==> src/hw/rtl/dfs_pkg.sv <==
// ----------------------------------------------------------------------------
// dfs_pkg
// Shared types, character codes and helpers of the delimited field splitter.
// ----------------------------------------------------------------------------
`default_nettype none

package dfs_pkg;

    // character codes
    localparam logic [7:0] CH_NUL = 8'h00;
    localparam logic [7:0] CH_TAB = 8'h09;
    localparam logic [7:0] CH_NL  = 8'h0A;
    localparam logic [7:0] CH_CR  = 8'h0D;
    localparam logic [7:0] CH_SP  = 8'h20;
    localparam logic [7:0] CH_DQ  = 8'h22;
    localparam logic [7:0] CH_SQ  = 8'h27;
    localparam logic [7:0] CH_BS  = 8'h5C;
    localparam logic [7:0] CH_LN  = 8'h6E;  // 'n'
    localparam logic [7:0] CH_LR  = 8'h72;  // 'r'
    localparam logic [7:0] CH_LT  = 8'h74;  // 't'

    localparam logic [7:0] DELIM_RESET = 8'd44;

    // open quote kind
    typedef logic [1:0] t_quote;
    localparam t_quote Q_NONE   = 2'd0;
    localparam t_quote Q_SINGLE = 2'd1;
    localparam t_quote Q_DOUBLE = 2'd2;

    // store read address select
    typedef logic [1:0] t_rd_sel;
    localparam t_rd_sel RD_S  = 2'd0;
    localparam t_rd_sel RD_E  = 2'd1;
    localparam t_rd_sel RD_I  = 2'd2;
    localparam t_rd_sel RD_I1 = 2'd3;

    // controller -> datapath
    typedef struct packed {
        logic    accept;       // input transfer this cycle
        logic    load;         // field ended: capture bounds and flags
        logic    rd_en;
        t_rd_sel rd_sel;
        logic    latch_first;  // keep store[s]
        logic    step_s;
        logic    step_e;
        logic    trim_done;    // strip outer quotes, set i
        logic    push_plain;
        logic    push_esc;
        logic    push_empty;
    } t_dfs_cmd;

    // datapath -> controller
    typedef struct packed {
        logic emit_req;   // current input byte ends a field with output
        logic len_zero;
        logic s_trim;     // s < e and store[s] is whitespace
        logic e_trim;     // s < e and store[e] is whitespace
        logic i_gt_e;
        logic bs_pair;    // backslash with a following byte in range
        logic last_plain;
        logic last_esc;
        logic out_free;
    } t_dfs_sts;

    typedef struct packed {
        logic [7:0] ch;
        logic       take;  // consumes the following byte
    } t_unesc;

    function automatic logic is_ws(input logic [7:0] c);
        is_ws = (c >= CH_TAB && c <= CH_CR) || c == CH_SP;
    endfunction

    function automatic t_unesc unescape(input logic [7:0] nx, input logic [7:0] delim);
        t_unesc u;
        u.take = 1'b1;
        if (nx == CH_LN)       u.ch = CH_NL;
        else if (nx == CH_LR)  u.ch = CH_CR;
        else if (nx == CH_LT)  u.ch = CH_TAB;
        else if (nx == CH_DQ)  u.ch = CH_DQ;
        else if (nx == CH_SQ)  u.ch = CH_SQ;
        else if (nx == CH_BS)  u.ch = CH_BS;
        else if (nx == delim)  u.ch = delim;
        else begin
            u.ch   = CH_BS;
            u.take = 1'b0;
        end
        unescape = u;
    endfunction

endpackage

`default_nettype wire

==> src/hw/rtl/dfs_ram.sv <==
// ----------------------------------------------------------------------------
// dfs_ram
// Generic simple dual-port RAM, one write and one registered read port.
// ----------------------------------------------------------------------------
`default_nettype none

module dfs_ram #(
    parameter int WIDTH = 8,
    parameter int DEPTH = 64
) (
    input  wire logic                     i_clk,
    input  wire logic                     i_wr_en,
    input  wire logic [$clog2(DEPTH)-1:0] i_wr_addr,
    input  wire logic [WIDTH-1:0]         i_wr_data,
    input  wire logic                     i_rd_en,
    input  wire logic [$clog2(DEPTH)-1:0] i_rd_addr,
    output logic      [WIDTH-1:0]         o_rd_data
);

    logic [WIDTH-1:0] r_mem [DEPTH];

    always_ff @(posedge i_clk) begin
        if (i_wr_en) begin
            r_mem[i_wr_addr] <= i_wr_data;
        end
        if (i_rd_en) begin
            o_rd_data <= r_mem[i_rd_addr];
        end
    end

endmodule

`default_nettype wire

==> src/hw/rtl/dfs_ctrl.sv <==
// ----------------------------------------------------------------------------
// dfs_ctrl
// Sequencer: byte intake, edge trimming, quote strip and unescape walk.
// ----------------------------------------------------------------------------
`default_nettype none

module dfs_ctrl (
    input  wire logic              i_clk,
    input  wire logic              i_rst_n,
    input  wire logic              i_in_valid,
    output logic                   o_in_stall,
    input  wire dfs_pkg::t_dfs_sts i_sts,
    output dfs_pkg::t_dfs_cmd      o_cmd
);
    import dfs_pkg::*;

    localparam logic [2:0] ST_IDLE  = 3'd0;
    localparam logic [2:0] ST_SRD   = 3'd1;
    localparam logic [2:0] ST_SCK   = 3'd2;
    localparam logic [2:0] ST_ERD   = 3'd3;
    localparam logic [2:0] ST_ECK   = 3'd4;
    localparam logic [2:0] ST_URD   = 3'd5;
    localparam logic [2:0] ST_UC    = 3'd6;
    localparam logic [2:0] ST_UN    = 3'd7;

    logic [2:0] r_state;
    logic [2:0] n_state;
    logic       r_empty;   // pending empty result
    logic       n_empty;

    always_ff @(posedge i_clk) begin
        if (!i_rst_n) begin
            r_state <= ST_IDLE;
            r_empty <= 1'b0;
        end else begin
            r_state <= n_state;
            r_empty <= n_empty;
        end
    end

    assign o_in_stall = (r_state != ST_IDLE) || r_empty;

    always_comb begin
        n_state = r_state;
        n_empty = r_empty;
        o_cmd   = '0;
        o_cmd.rd_sel = RD_S;
        unique case (r_state)
            ST_IDLE: begin
                if (r_empty) begin
                    if (i_sts.out_free) begin
                        o_cmd.push_empty = 1'b1;
                        n_empty          = 1'b0;
                    end
                end else if (i_in_valid) begin
                    o_cmd.accept = 1'b1;
                    if (i_sts.emit_req) begin
                        o_cmd.load = 1'b1;
                        if (i_sts.len_zero) n_empty = 1'b1;
                        else                n_state = ST_SRD;
                    end
                end
            end
            ST_SRD: begin
                o_cmd.rd_en  = 1'b1;
                o_cmd.rd_sel = RD_S;
                n_state      = ST_SCK;
            end
            ST_SCK: begin
                o_cmd.latch_first = 1'b1;
                if (i_sts.s_trim) begin
                    o_cmd.step_s = 1'b1;
                    n_state      = ST_SRD;
                end else begin
                    n_state = ST_ERD;
                end
            end
            ST_ERD: begin
                o_cmd.rd_en  = 1'b1;
                o_cmd.rd_sel = RD_E;
                n_state      = ST_ECK;
            end
            ST_ECK: begin
                if (i_sts.e_trim) begin
                    o_cmd.step_e = 1'b1;
                    n_state      = ST_ERD;
                end else begin
                    o_cmd.trim_done = 1'b1;
                    n_state         = ST_URD;
                end
            end
            ST_URD: begin
                if (i_sts.i_gt_e) begin
                    // quotes only: nothing left after stripping
                    n_empty = 1'b1;
                    n_state = ST_IDLE;
                end else begin
                    o_cmd.rd_en  = 1'b1;
                    o_cmd.rd_sel = RD_I;
                    n_state      = ST_UC;
                end
            end
            ST_UC: begin
                if (i_sts.bs_pair) begin
                    o_cmd.rd_en  = 1'b1;
                    o_cmd.rd_sel = RD_I1;
                    n_state      = ST_UN;
                end else if (i_sts.out_free) begin
                    o_cmd.push_plain = 1'b1;
                    n_state          = i_sts.last_plain ? ST_IDLE : ST_URD;
                end
            end
            ST_UN: begin
                if (i_sts.out_free) begin
                    o_cmd.push_esc = 1'b1;
                    n_state        = i_sts.last_esc ? ST_IDLE : ST_URD;
                end
            end
            default: n_state = ST_IDLE;
        endcase
    end

endmodule

`default_nettype wire

==> src/hw/rtl/dfs_datapath.sv <==
// ----------------------------------------------------------------------------
// dfs_datapath
// Field state, bounds, unescape and output register of the splitter.
// ----------------------------------------------------------------------------
`default_nettype none

module dfs_datapath #(
    parameter int FIELD_MAX = 64
) (
    input  wire logic                         i_clk,
    input  wire logic                         i_rst_n,
    input  wire dfs_pkg::t_dfs_cmd            i_cmd,
    output dfs_pkg::t_dfs_sts                 o_sts,
    input  wire logic                         i_cfg_we,
    input  wire logic [7:0]                   i_cfg_data,
    input  wire logic [7:0]                   i_in_byte,
    output logic                              o_wr_en,
    output logic [$clog2(FIELD_MAX)-1:0]      o_wr_addr,
    output logic                              o_rd_en,
    output logic [$clog2(FIELD_MAX)-1:0]      o_rd_addr,
    input  wire logic [7:0]                   i_rd_data,
    output logic                              o_out_valid,
    input  wire logic                         i_out_stall,
    output logic [7:0]                        o_out_byte,
    output logic                              o_end_of_field,
    output logic                              o_end_of_line,
    output logic                              o_empty_field,
    output logic                              o_truncated
);
    import dfs_pkg::*;

    localparam int AW = $clog2(FIELD_MAX);
    localparam int LW = $clog2(FIELD_MAX + 1);
    localparam int IW = $clog2(FIELD_MAX + 2);

    // field intake state
    logic [7:0]    r_delim;
    logic [LW-1:0] r_len,   n_len;
    t_quote        r_quote, n_quote;
    logic          r_esc,   n_esc;
    logic          r_ovf,   n_ovf;
    logic          r_aft_nl, n_aft_nl;
    // emit bounds
    logic [AW-1:0] r_s, n_s;
    logic [AW-1:0] r_e, n_e;
    logic [IW-1:0] r_i, n_i;
    logic [7:0]    r_first;
    logic          r_eol, r_tr;

    logic    is_nl, is_q, nul_skip, line_end, delim_hit, put, strip;
    t_quote  q_kind;
    t_unesc  ue;
    logic [IW-1:0] e_ext, i_inc1, i_inc_esc;

    assign is_nl     = (i_in_byte == CH_NL);
    assign is_q      = (i_in_byte == CH_DQ) || (i_in_byte == CH_SQ);
    assign q_kind    = (i_in_byte == CH_SQ) ? Q_SINGLE : Q_DOUBLE;
    assign nul_skip  = (i_in_byte == CH_NUL) && r_aft_nl;
    assign line_end  = (i_in_byte == CH_NUL) || (is_nl && !r_esc);
    assign delim_hit = (i_in_byte != CH_CR) && (r_quote == Q_NONE) && (i_in_byte == r_delim)
                       && !r_esc && (i_in_byte != CH_BS) && !is_q;
    assign put       = !nul_skip && !line_end && !delim_hit;

    assign o_sts.emit_req = !nul_skip && ((line_end && r_quote == Q_NONE) ||
                                          (!line_end && delim_hit));
    assign o_sts.len_zero = (r_len == '0);

    // raw byte write
    assign o_wr_en   = i_cmd.accept && put && (r_len < LW'(FIELD_MAX));
    assign o_wr_addr = AW'(r_len);

    // bounds status
    assign e_ext     = IW'(r_e);
    assign i_inc1    = r_i + IW'(1);
    assign ue        = unescape(i_rd_data, r_delim);
    assign i_inc_esc = r_i + (ue.take ? IW'(2) : IW'(1));
    assign strip     = (r_s != r_e) && (r_first == CH_DQ || r_first == CH_SQ)
                       && (r_first == i_rd_data);

    assign o_sts.s_trim     = (r_s < r_e) && is_ws(i_rd_data);
    assign o_sts.e_trim     = (r_s < r_e) && is_ws(i_rd_data);
    assign o_sts.i_gt_e     = (r_i > e_ext);
    assign o_sts.bs_pair    = (i_rd_data == CH_BS) && (i_inc1 <= e_ext);
    assign o_sts.last_plain = (i_inc1 > e_ext);
    assign o_sts.last_esc   = (i_inc_esc > e_ext);
    assign o_sts.out_free   = !o_out_valid || !i_out_stall;

    assign o_rd_en = i_cmd.rd_en;
    always_comb begin
        unique case (i_cmd.rd_sel)
            RD_S:    o_rd_addr = r_s;
            RD_E:    o_rd_addr = r_e;
            RD_I:    o_rd_addr = AW'(r_i);
            RD_I1:   o_rd_addr = AW'(i_inc1);
            default: o_rd_addr = r_s;
        endcase
    end

    always_comb begin
        n_len    = r_len;
        n_quote  = r_quote;
        n_esc    = r_esc;
        n_ovf    = r_ovf;
        n_aft_nl = r_aft_nl;
        n_s      = r_s;
        n_e      = r_e;
        n_i      = r_i;
        if (i_cmd.accept) begin
            if (nul_skip) begin
                n_aft_nl = 1'b0;
            end else begin
                n_aft_nl = line_end && is_nl;
                if (put) begin
                    if (r_len < LW'(FIELD_MAX)) n_len = r_len + LW'(1);
                    else                        n_ovf = 1'b1;
                    if (r_esc) begin
                        n_esc = 1'b0;
                    end else if (i_in_byte == CH_BS) begin
                        n_esc = 1'b1;
                    end else if (is_q) begin
                        n_quote = (r_quote == q_kind) ? Q_NONE : q_kind;
                    end
                end else begin
                    // field ended (emitted, or dropped inside a quote)
                    n_len   = '0;
                    n_quote = Q_NONE;
                    n_esc   = 1'b0;
                    n_ovf   = 1'b0;
                end
            end
        end
        if (i_cmd.load) begin
            n_s = '0;
            n_e = AW'(r_len - LW'(1));
        end
        if (i_cmd.step_s) n_s = r_s + AW'(1);
        if (i_cmd.step_e) n_e = r_e - AW'(1);
        if (i_cmd.trim_done) begin
            if (strip) begin
                n_i = IW'(r_s) + IW'(1);
                n_e = r_e - AW'(1);
            end else begin
                n_i = IW'(r_s);
            end
        end
        if (i_cmd.push_plain) n_i = i_inc1;
        if (i_cmd.push_esc)   n_i = i_inc_esc;
    end

    always_ff @(posedge i_clk) begin
        if (!i_rst_n) begin
            r_delim  <= DELIM_RESET;
            r_len    <= '0;
            r_quote  <= Q_NONE;
            r_esc    <= 1'b0;
            r_ovf    <= 1'b0;
            r_aft_nl <= 1'b0;
        end else begin
            if (i_cfg_we) r_delim <= i_cfg_data;
            r_len    <= n_len;
            r_quote  <= n_quote;
            r_esc    <= n_esc;
            r_ovf    <= n_ovf;
            r_aft_nl <= n_aft_nl;
        end
    end

    always_ff @(posedge i_clk) begin
        r_s <= n_s;
        r_e <= n_e;
        r_i <= n_i;
        if (i_cmd.latch_first) r_first <= i_rd_data;
        if (i_cmd.load) begin
            r_eol <= line_end;
            r_tr  <= r_ovf;
        end
    end

    // output register
    always_ff @(posedge i_clk) begin
        if (!i_rst_n) begin
            o_out_valid <= 1'b0;
        end else if (i_cmd.push_plain || i_cmd.push_esc || i_cmd.push_empty) begin
            o_out_valid <= 1'b1;
        end else if (!i_out_stall) begin
            o_out_valid <= 1'b0;
        end
    end

    always_ff @(posedge i_clk) begin
        if (i_cmd.push_plain || i_cmd.push_esc || i_cmd.push_empty) begin
            o_end_of_line <= r_eol;
            o_truncated   <= r_tr;
            o_empty_field <= i_cmd.push_empty;
        end
        if (i_cmd.push_plain) begin
            o_out_byte     <= i_rd_data;
            o_end_of_field <= o_sts.last_plain;
        end else if (i_cmd.push_esc) begin
            o_out_byte     <= ue.ch;
            o_end_of_field <= o_sts.last_esc;
        end else if (i_cmd.push_empty) begin
            o_out_byte     <= 8'd0;
            o_end_of_field <= 1'b1;
        end
    end

    a_len_bound: assert property (@(posedge i_clk) disable iff (!i_rst_n)
        r_len <= LW'(FIELD_MAX))
        else $error("field length beyond store depth");

    a_ovf_full: assert property (@(posedge i_clk) disable iff (!i_rst_n)
        r_ovf |-> (r_len == LW'(FIELD_MAX)))
        else $error("overflow flagged with room left");

    a_push_free: assert property (@(posedge i_clk) disable iff (!i_rst_n)
        (i_cmd.push_plain || i_cmd.push_esc || i_cmd.push_empty) |-> o_sts.out_free)
        else $error("result pushed into occupied output register");

    a_push_one: assert property (@(posedge i_clk) disable iff (!i_rst_n)
        $onehot0({i_cmd.push_plain, i_cmd.push_esc, i_cmd.push_empty}))
        else $error("more than one result source");

endmodule

`default_nettype wire

==> src/hw/rtl/delimited_field_splitter_top.sv <==
// ----------------------------------------------------------------------------
// delimited_field_splitter_top
// Splits a byte stream into delimited fields and sends each field trimmed,
// quote-stripped and unescaped, one byte per result transfer.
// ----------------------------------------------------------------------------
//
//  channel  | direction | handshake                 | payload
//  ---------+-----------+---------------------------+-------------------------
//  in       | into      | i_in_valid / o_in_stall   | i_in_byte
//  out      | out of    | o_out_valid / i_out_stall | o_out_byte, o_end_of_field,
//           |           |                           | o_end_of_line, o_empty_field,
//           |           |                           | o_truncated
//  cfg      | into      | i_cfg_we                  | i_cfg_data (delimiter)
//
//  A byte that does not end a field starts no walk.
//  A field end with stored bytes starts the emit walk over the field store RAM,
//  one registered read at a time on its single read port: read and check
//  each edge, again per trimmed edge byte, then read and push each plain
//  result, and read twice and push for each escape pair. An empty result is
//  pushed from idle after the field end or after a walk that leaves nothing.
//  Reset (i_rst_n low, synchronous) clears the field intake state and sets the
//  delimiter to 44; the emit bounds and the store itself are not cleared.
//  Intake stays stalled during the walk; a stalled output only holds it there.
//  The last result may still wait in the output register while bytes flow in.
// ----------------------------------------------------------------------------
`default_nettype none

module delimited_field_splitter_top #(
    parameter int FIELD_MAX = 64
) (
    input  wire logic       i_clk,
    input  wire logic       i_rst_n,
    // configuration
    input  wire logic       i_cfg_we,
    input  wire logic [7:0] i_cfg_data,
    // input channel
    input  wire logic       i_in_valid,
    output logic            o_in_stall,
    input  wire logic [7:0] i_in_byte,
    // output channel
    output logic            o_out_valid,
    input  wire logic       i_out_stall,
    output logic [7:0]      o_out_byte,
    output logic            o_end_of_field,
    output logic            o_end_of_line,
    output logic            o_empty_field,
    output logic            o_truncated
);
    import dfs_pkg::*;

    localparam int AW = $clog2(FIELD_MAX);

    t_dfs_cmd      cmd;
    t_dfs_sts      sts;
    logic          wr_en, rd_en;
    logic [AW-1:0] wr_addr, rd_addr;
    logic [7:0]    rd_data;

    // sequencer
    dfs_ctrl u_ctrl (
        .i_clk      (i_clk),
        .i_rst_n    (i_rst_n),
        .i_in_valid (i_in_valid),
        .o_in_stall (o_in_stall),
        .i_sts      (sts),
        .o_cmd      (cmd)
    );

    // field state, bounds and output register
    dfs_datapath #(
        .FIELD_MAX (FIELD_MAX)
    ) u_dp (
        .i_clk          (i_clk),
        .i_rst_n        (i_rst_n),
        .i_cmd          (cmd),
        .o_sts          (sts),
        .i_cfg_we       (i_cfg_we),
        .i_cfg_data     (i_cfg_data),
        .i_in_byte      (i_in_byte),
        .o_wr_en        (wr_en),
        .o_wr_addr      (wr_addr),
        .o_rd_en        (rd_en),
        .o_rd_addr      (rd_addr),
        .i_rd_data      (rd_data),
        .o_out_valid    (o_out_valid),
        .i_out_stall    (i_out_stall),
        .o_out_byte     (o_out_byte),
        .o_end_of_field (o_end_of_field),
        .o_end_of_line  (o_end_of_line),
        .o_empty_field  (o_empty_field),
        .o_truncated    (o_truncated)
    );

    // raw field store
    dfs_ram #(
        .WIDTH (8),
        .DEPTH (FIELD_MAX)
    ) u_store (
        .i_clk     (i_clk),
        .i_wr_en   (wr_en),
        .i_wr_addr (wr_addr),
        .i_wr_data (i_in_byte),
        .i_rd_en   (rd_en),
        .i_rd_addr (rd_addr),
        .o_rd_data (rd_data)
    );

endmodule

`default_nettype wire

==> config.mk <==
export PLATFORM = sky130hd
export DESIGN_NAME = delimited_field_splitter_top
export DESIGN_NICKNAME = d
export VERILOG_FILES = /design/src/hw/rtl/dfs_pkg.sv /design/src/hw/rtl/dfs_ram.sv /design/src/hw/rtl/dfs_ctrl.sv /design/src/hw/rtl/dfs_datapath.sv /design/src/hw/rtl/delimited_field_splitter_top.sv
export SDC_FILE = /design/constraint.sdc
export NUM_CORES = 1
export LEC_CHECK = 0
export BUFFER_PORTS_ARGS = -buffer_cell sky130_fd_sc_hd__buf_2
export CELL_PAD_IN_SITES_DETAIL_PLACEMENT = 0
export CELL_PAD_IN_SITES_GLOBAL_PLACEMENT = 2
export CORE_UTILIZATION = 44
export CTS_CLUSTER_DIAMETER = 80
export DETAILED_ROUTE_END_ITERATION = 8
export HOLD_SLACK_MARGIN = 0.15
export PLACE_DENSITY_LB_ADDON = 0.08
export SLEW_MARGIN = 20
export SYNTH_ARGS = -nofsm -noshare
export SYNTH_HDL_FRONTEND = slang
export SYNTH_SLANG_ARGS = --single-unit
==> constraint.sdc <==
create_clock -name i_clk -period 4.8 [get_ports i_clk]
set_input_delay 0.96 -clock i_clk [delete_from_list [all_inputs] [get_ports i_clk]]
set_output_delay 0.96 -clock i_clk [all_outputs]
set_load 0.01 [all_outputs]
==> Word level (Yosys, flattened, before mapping) <==
Memory sizes are Yosys's and may differ from the RTL's. A register that Yosys moved wholly into a read port is not among the register bits.
Index checks and enable logic that the tools add are counted.
{ "totals": {"reg_bits": 66, "mem_bits_rw": 512, "in_bits": 21, "output_inout_bits": 14, "wordCells": 218, "memories": 1} }
{ "classes": {"n_addsub": 7, "order_cmp": 8, "n_eq_ne": 43, "muxes": 86, "bitwise_logic": 1, "n_reduce_logical": 52} }
{ "mem_list": {"columns": ["name", "words", "width", "rd", "rd_ports_with_merged_regs", "wr", "line", "rtl"], "rows": [
  ["u_store.r_mem", 64, 8, 1, 1, 1, "dfs_ram.sv:20", "logic [WIDTH-1:0] r_mem [DEPTH];"]
]} }
{ "op_table": {"columns": ["op", "n"], "rows": [
  ["two-way mux 8 bit", 10],
  ["== test 8 x 6 -> 1 bit, second input constant", 7],
  ["two-way mux 7 bit", 6],
  ["== test 8 x 7 -> 1 bit, second input constant", 5],
  ["two-way mux 3 bit", 12],
  ["two-way mux 6 bit", 6],
  ["two-way mux 1 bit", 35],
  ["two-way mux 2 bit", 13],
  ["== test 8 bit", 3],
  ["case mux 3 bit (8 select lines)", 1],
  ["case mux 6 bit (4 select lines)", 1],
  ["> comparator 7 x 6 -> 1 bit", 3],
  ["logical AND 1 bit", 20],
  ["inequality test 2 bit, second input constant", 10],
  ["adder 7 x 1 -> 7 bit, second input constant", 2],
  ["== test 3 bit, second input constant", 4],
  ["case mux 3 bit (4 select lines)", 1],
  ["subtractor 6 x 1 -> 6 bit, second input constant", 2],
  ["logical OR 1 bit", 9],
  ["nonzero test 3 bit", 3],
  ["== test 8 x 4 -> 1 bit, second input constant", 1],
  [">= comparator 8 x 4 -> 1 bit, second input constant", 1],
  ["<= comparator 8 x 4 -> 1 bit, second input constant", 1],
  ["zero test 8 bit", 1],
  ["other kinds (27)", 40]
]} }

==> Logic depth before layout (Yosys ltp) <==
{ "depth": {"ltp_word": 17, "ltp_mapped": 19, "mapped_depth_nobuf": 19} }

==> By module <==
Synthesis repeated with hierarchy kept, for this count alone.
{ "unflattened": {"hier_cells": 1495, "area_unflattened_um2": 25156.6} }
{ "by_module_without_submodules": {"columns": ["mod", "instances", "cells_each", "area_each_um2", "seq_area_each_um2"], "rows": [
  ["dfs_ram", 1, 940, 20245.7, 15615.0],
  ["dfs_datapath", 1, 499, 4509.3, 1591.5],
  ["dfs_ctrl", 1, 56, 401.6, 80.1]
]} }

==> Worst setup path before layout <==
No wires, ideal clock.
{ "synth_path": {"path_type": "reg2reg", "from": "register u_dp.r_i[0]", "to": "register u_store.o_rd_data[2] (read register of u_store.r_mem), data pin", "setup_time_ns": 0.272, "arrival_ns": 4.090, "required_ns": 4.528, "path_slack_ns": 0.438, "stages_incl_launch_ff": 18, "n_path_buf": 6, "period_less_slack_ns": 4.362, "path_cell_list": "edfxtp_1 > inv_1 > clkbuf_1 > clkbuf_1 > clkbuf_1 > ha_1 > or3_1 > o21a_1 > clkbuf_1 > o211ai_2 > a21boi_1 > buf_4 > buf_2 > mux2i_1 > mux2i_1 > o22ai_1 > nor4_1 > or4_1"} }
{ "synth_via": {"elab_chain_len": 7, "elab_cells_between_ends": 12, "cone_classes": "add/sub: 1; order compare: 2; eq/ne: 3; mux: 4; reduce/logical: 2"} }
{ "synth_rtl": {"columns": ["element", "line", "rtl"], "rows": [
  ["start: declaration", "dfs_datapath.sv:46", "logic [IW-1:0] r_i, n_i;"],
  ["start signal: assignment", "dfs_datapath.sv:171", "r_i <= n_i;"],
  ["adder 7 x 1 -> 7 bit", "dfs_datapath.sv:74", "assign i_inc1 = r_i + IW'(1);"],
  ["<= comparator 7 x 6 -> 1 bit", "dfs_datapath.sv:83", "assign o_sts.bs_pair = (i_rd_data == CH_BS) && (i_inc1 <= e_ext);"],
  ["logical AND 1 bit", "dfs_datapath.sv:83", null],
  ["two-way mux 3 bit", "dfs_ctrl.sv:104", "if (i_sts.bs_pair) begin"],
  ["case mux 3 bit (4 select lines)", "dfs_ctrl.sv:48", "unique case (r_state)"],
  ["== test 2 bit, or another cell as far along", "dfs_datapath.sv:90", "unique case (i_cmd.rd_sel)"],
  ["case mux 6 bit (4 select lines)", "dfs_datapath.sv:90", null],
  ["end: declaration", "dfs_ram.sv:17", "output logic [WIDTH-1:0] o_rd_data"]
]} }
Parallel ways exist; a longest one is shown, timed or not.
A chain may end at the register's enable or synchronous reset.

==> Worst setup path in the final report <==
{ "layout_path": {"from": "register u_dp.r_i[1]", "to": "register u_store.o_rd_data[5] (read register of u_store.r_mem), data pin"} }
The elaborated chain is that of the path after synthesis.

==> flow_summary_export.csv <==
group,metric,value,unit
outcome,status,"complete, no violations",
worst_setup_path,critPathMaxFanout,24,
timing,fin_skew,0.0297,ns
cells_and_area,final_common_cell,"edfxtp_1",
logic_synthesis,synth_fp_nets,2455,
clocking,clockBufferDepth,3,
logic_synthesis,synth_seq_cells,586,
worst_setup_path,worstRegToRegCells,17,
place,gp_congestion,0.903,
min_path,hold_class,"flip-flop to flip-flop",
cells_and_area,fin_nets,2546,
logic_synthesis,synth_ff_type,"edfxtp_1",
logic_synthesis,syn_avg_cell_area,11.6,um^2
route,vias,20900,
worst_setup_path,slowest_stage,"or4_1",
floorplan,die_area,64400,um^2
timing,hold_viol,0,
route,drcViolationCount,0,
timing,maxSlewViolCount,0,
timing,maxSlewHeadroom,0.380,
logic_synthesis,synth_area,27900,um^2
min_path,worstHoldStart,"u_dp.r_eol",
floorplan,die_width,254,um
clocking,clk_pin_slew_worst_paths,0.06,ns
floorplan,num_rows,91,
worst_setup_path,cpPeakStageDelay,0.52,ns
place,hpwl,59500,um
timing,fin_crit,4.67,ns
logic_synthesis,async_flop_share,0,
floorplan,dieHeight,254,um
route,first_iter_violations,2441,
worst_setup_path,r2r-end,"u_store.o_rd_data[5]",
grt,grt_antenna_before_repair,6,
grt,track_usage,0.289,
timing,rsz0062_at_grt,"no",
logic_synthesis,ys_types,87,
min_path,worstHoldEndpoint,"u_dp.o_end_of_line",
worst_setup_path,cp.arrival,5.02,ns
flow_run,maxCapViolCount,0,
clocking,cts_tree,"yes",
logic_synthesis,yosysSeqAreaShare,0.620,
timing,worst_pin_slew,0.930,ns
logic_synthesis,syn_inst,2402,
logic_synthesis,yosys_warnings,0,
clocking,h-tree-depth,3,
floorplan,coreArea,62200,um^2
min_path,hold_depth,0,
floorplan,ios,35,
power_and_ir_drop,leakage,10.8,nW
grt,overflow,0,
power_and_ir_drop,power.density,356,nW/um^2
worst_setup_path,path_class,"flip-flop to flip-flop",
worst_setup_path,cp_common_cell,"buf_4",
route,routed_wirelength,92100,um
cells_and_area,final_cells,3384,
timing,setup_violations,0,
logic_synthesis,synth-edff-count,555,
clocking,cts_sinks,586,
clocking,cts_buffers,69,
worst_setup_path,cp-end-kind,"flip-flop",
place,post-place-cells,3255,
route,vias_per_cell,6.17,
route,ant_nets,0,
grt,grt_pass1_vias,19900,
timing,finalCritPeriodShare,0.973,
route,wl_per_cell,27.2,um
place,portBuffers,34,
worst_setup_path,cp.required,5.15,ns
power_and_ir_drop,p_total,0.0114,W
clocking,clk_latency,0.62,ns
route,first_pass_iters,5,
cells_and_area,mostFrequentLayoutCells,"edfxtp_1, nand2_1, nor2_1",
grt,grt_pass1_wl,136000,um
clocking,clock-root-buffer,"clkbuf_16",
power_and_ir_drop,ir_drop,0.384,mV
cells_and_area,drive_gt1_frac,0.137,
worst_setup_path,crit_chain,"ha_1 -> nand3_1 -> xnor2_2 -> ha_1 -> nand3_1 -> or3_1 -> o21ai_2 -> buf_4 -> nand2_4 -> nand2_2 -> mux2i_2 -> buf_4 -> or2_1 -> buf_4 -> nor3_1 -> nor4_1 -> or4_1",
worst_setup_path,rr_startpoint,"u_dp.r_i[1]",
timing,clock.fmax,214,MHz
grt,grt_max_degree,91,
worst_setup_path,critPathLaunchType,"flip-flop",
worst_setup_path,r2r_slack,0.13,ns
floorplan,start_util,0.448,
cells_and_area,syn_to_final_growth,15.0,%
what timing repair did:
item | 4_1_cts | 5_1_grt
buffers inserted | 0 | 3
setup endpoints to repair | 5 | 8
gates cloned | 0 | 1
pin swaps | 1 | 1
resized for setup | 2 | 15
hold buffers | 0 | 0
state kept, by name, indices dropped and copies added (netlist names), 2 cells and up:
signal	count
u_dp.r_len	7
u_dp.r_quote	2
u_dp.o_out_byte	8
u_dp.r_e	6
u_dp.r_first	8
u_dp.r_delim	8
u_ctrl.r_state	3
u_store.r_mem	512
u_store.o_rd_data	8
u_dp.r_s	6
u_dp.r_i	7
Yosys cell counts (21+ instances only):
| cell | instances | area, um^2 |
|---|---|---|
| clkbuf_1 | 95 | 357 |
| edfxtp_1 | 555 | 16700 |
| o221ai_1 | 52 | 455 |
| inv_1 | 21 | 78.8 |
| mux2i_1 | 95 | 951 |
| nand3_1 | 118 | 591 |
| or3_1 | 32 | 200 |
| a21oi_1 | 119 | 596 |
| buf_2 | 41 | 205 |
| nor3_1 | 119 | 596 |
| o22ai_1 | 152 | 951 |
| o21a_1 | 28 | 210 |
| nor2_1 | 170 | 638 |
| nor4_1 | 47 | 294 |
| ha_1 | 31 | 388 |
| nand2_1 | 330 | 1240 |
| xor2_1 | 25 | 219 |
| o21ai_0 | 52 | 260 |
| dfxtp_1 | 31 | 621 |
worst max-delay path: cells and delay by family, from the launching register on:
family                     cells  cell delay, ns
xor gates and xnor gates       1            0.18
muxes                          1            0.12
AOI/OAI and AO/OA              1            0.09
buffers and inverters          3            0.64
DFF                            1            0.44
adders and majority gates      2            0.56
and+or+nand+nor                9            2.37
how the worst max path moves through the flow:
stage                           start                   end  slack [ns]  cells after the start
final                     u_dp.r_i[1]  u_store.o_rd_data[5]        0.13                     17
after global routing      u_dp.r_i[1]  u_store.o_rd_data[0]      0.0005                     17
after CTS                 u_dp.r_i[1]  u_store.o_rd_data[0]       0.003                     15
after detailed placement  u_dp.r_i[1]  u_store.o_rd_data[6]       -0.08                     14
after global placement    u_dp.r_i[1]  u_store.o_rd_data[6]       -0.07                     14
after floorplan           u_dp.r_i[0]  u_store.o_rd_data[2]        0.44                     17
cells by family (layout without fill, tap and decap cells):
group | count (synthesis) | after routing | share of synthesized area
compound gates | 522 | 522 | 0.124
buf+inv | 188 | 332 | 0.0312
mux | 113 | 113 | 0.0416
other cells | 0 | 1 | 0
xor+xnor | 45 | 45 | 0.0141
simple gates | 916 | 916 | 0.154
fa+ha+maj | 32 | 32 | 0.0146
flops | 586 | 586 | 0.620
per-layer routing:
layer | GRT usage | share of wire | vias up | wire, um
li1 | - | - | 9401 | -
met1 | 0.426 | 0.45 | 10500 | 41200
met2 | 0.435 | 0.45 | 835 | 41300
met3 | 0.0495 | 0.074 | 138 | 6860
met4 | 0.0871 | 0.029 | 0 | 2670
met5 | 0 | 0 | - | 0
stage by stage:
stage               instance area (um^2)  setup TNS [ns]  setup slack, ns  utilization  hold WS [ns]
finish                             32100               0            0.130        0.516         0.427
detailed placement                 29700          -0.114          -0.0840        0.478         0.415
CTS                                31900               0          0.00345        0.514         0.429
floorplan                          27900               0            0.438            -         0.400
global placement                   29700         -0.0719          -0.0719        0.478         0.404
global route                       32100               0         0.000469        0.516         0.442
where the power goes:
part | internal (W) | leakage [nW] | switching, W | total (W)
registers | 0.00563 | 5.22 | 0.0000440 | 0.00567
logic | 0.000186 | 4.51 | 0.000404 | 0.000590
clock network | 0.00298 | 1.07 | 0.00216 | 0.00514
total | 0.00879 | 10.8 | 0.00260 | 0.0114
area by class of cell:
type	instances	area, um^2
inverter	21	78.8
antenna	1	2.50
multi-input combinational	1628	9870
clock inverter	36	339
sequential	586	17300
fill	5533	30100
timing repair buffer	187	1570
tap	837	1050
clock buffer	88	1860
No activity file was read; power rests on OpenSTA's default activity.
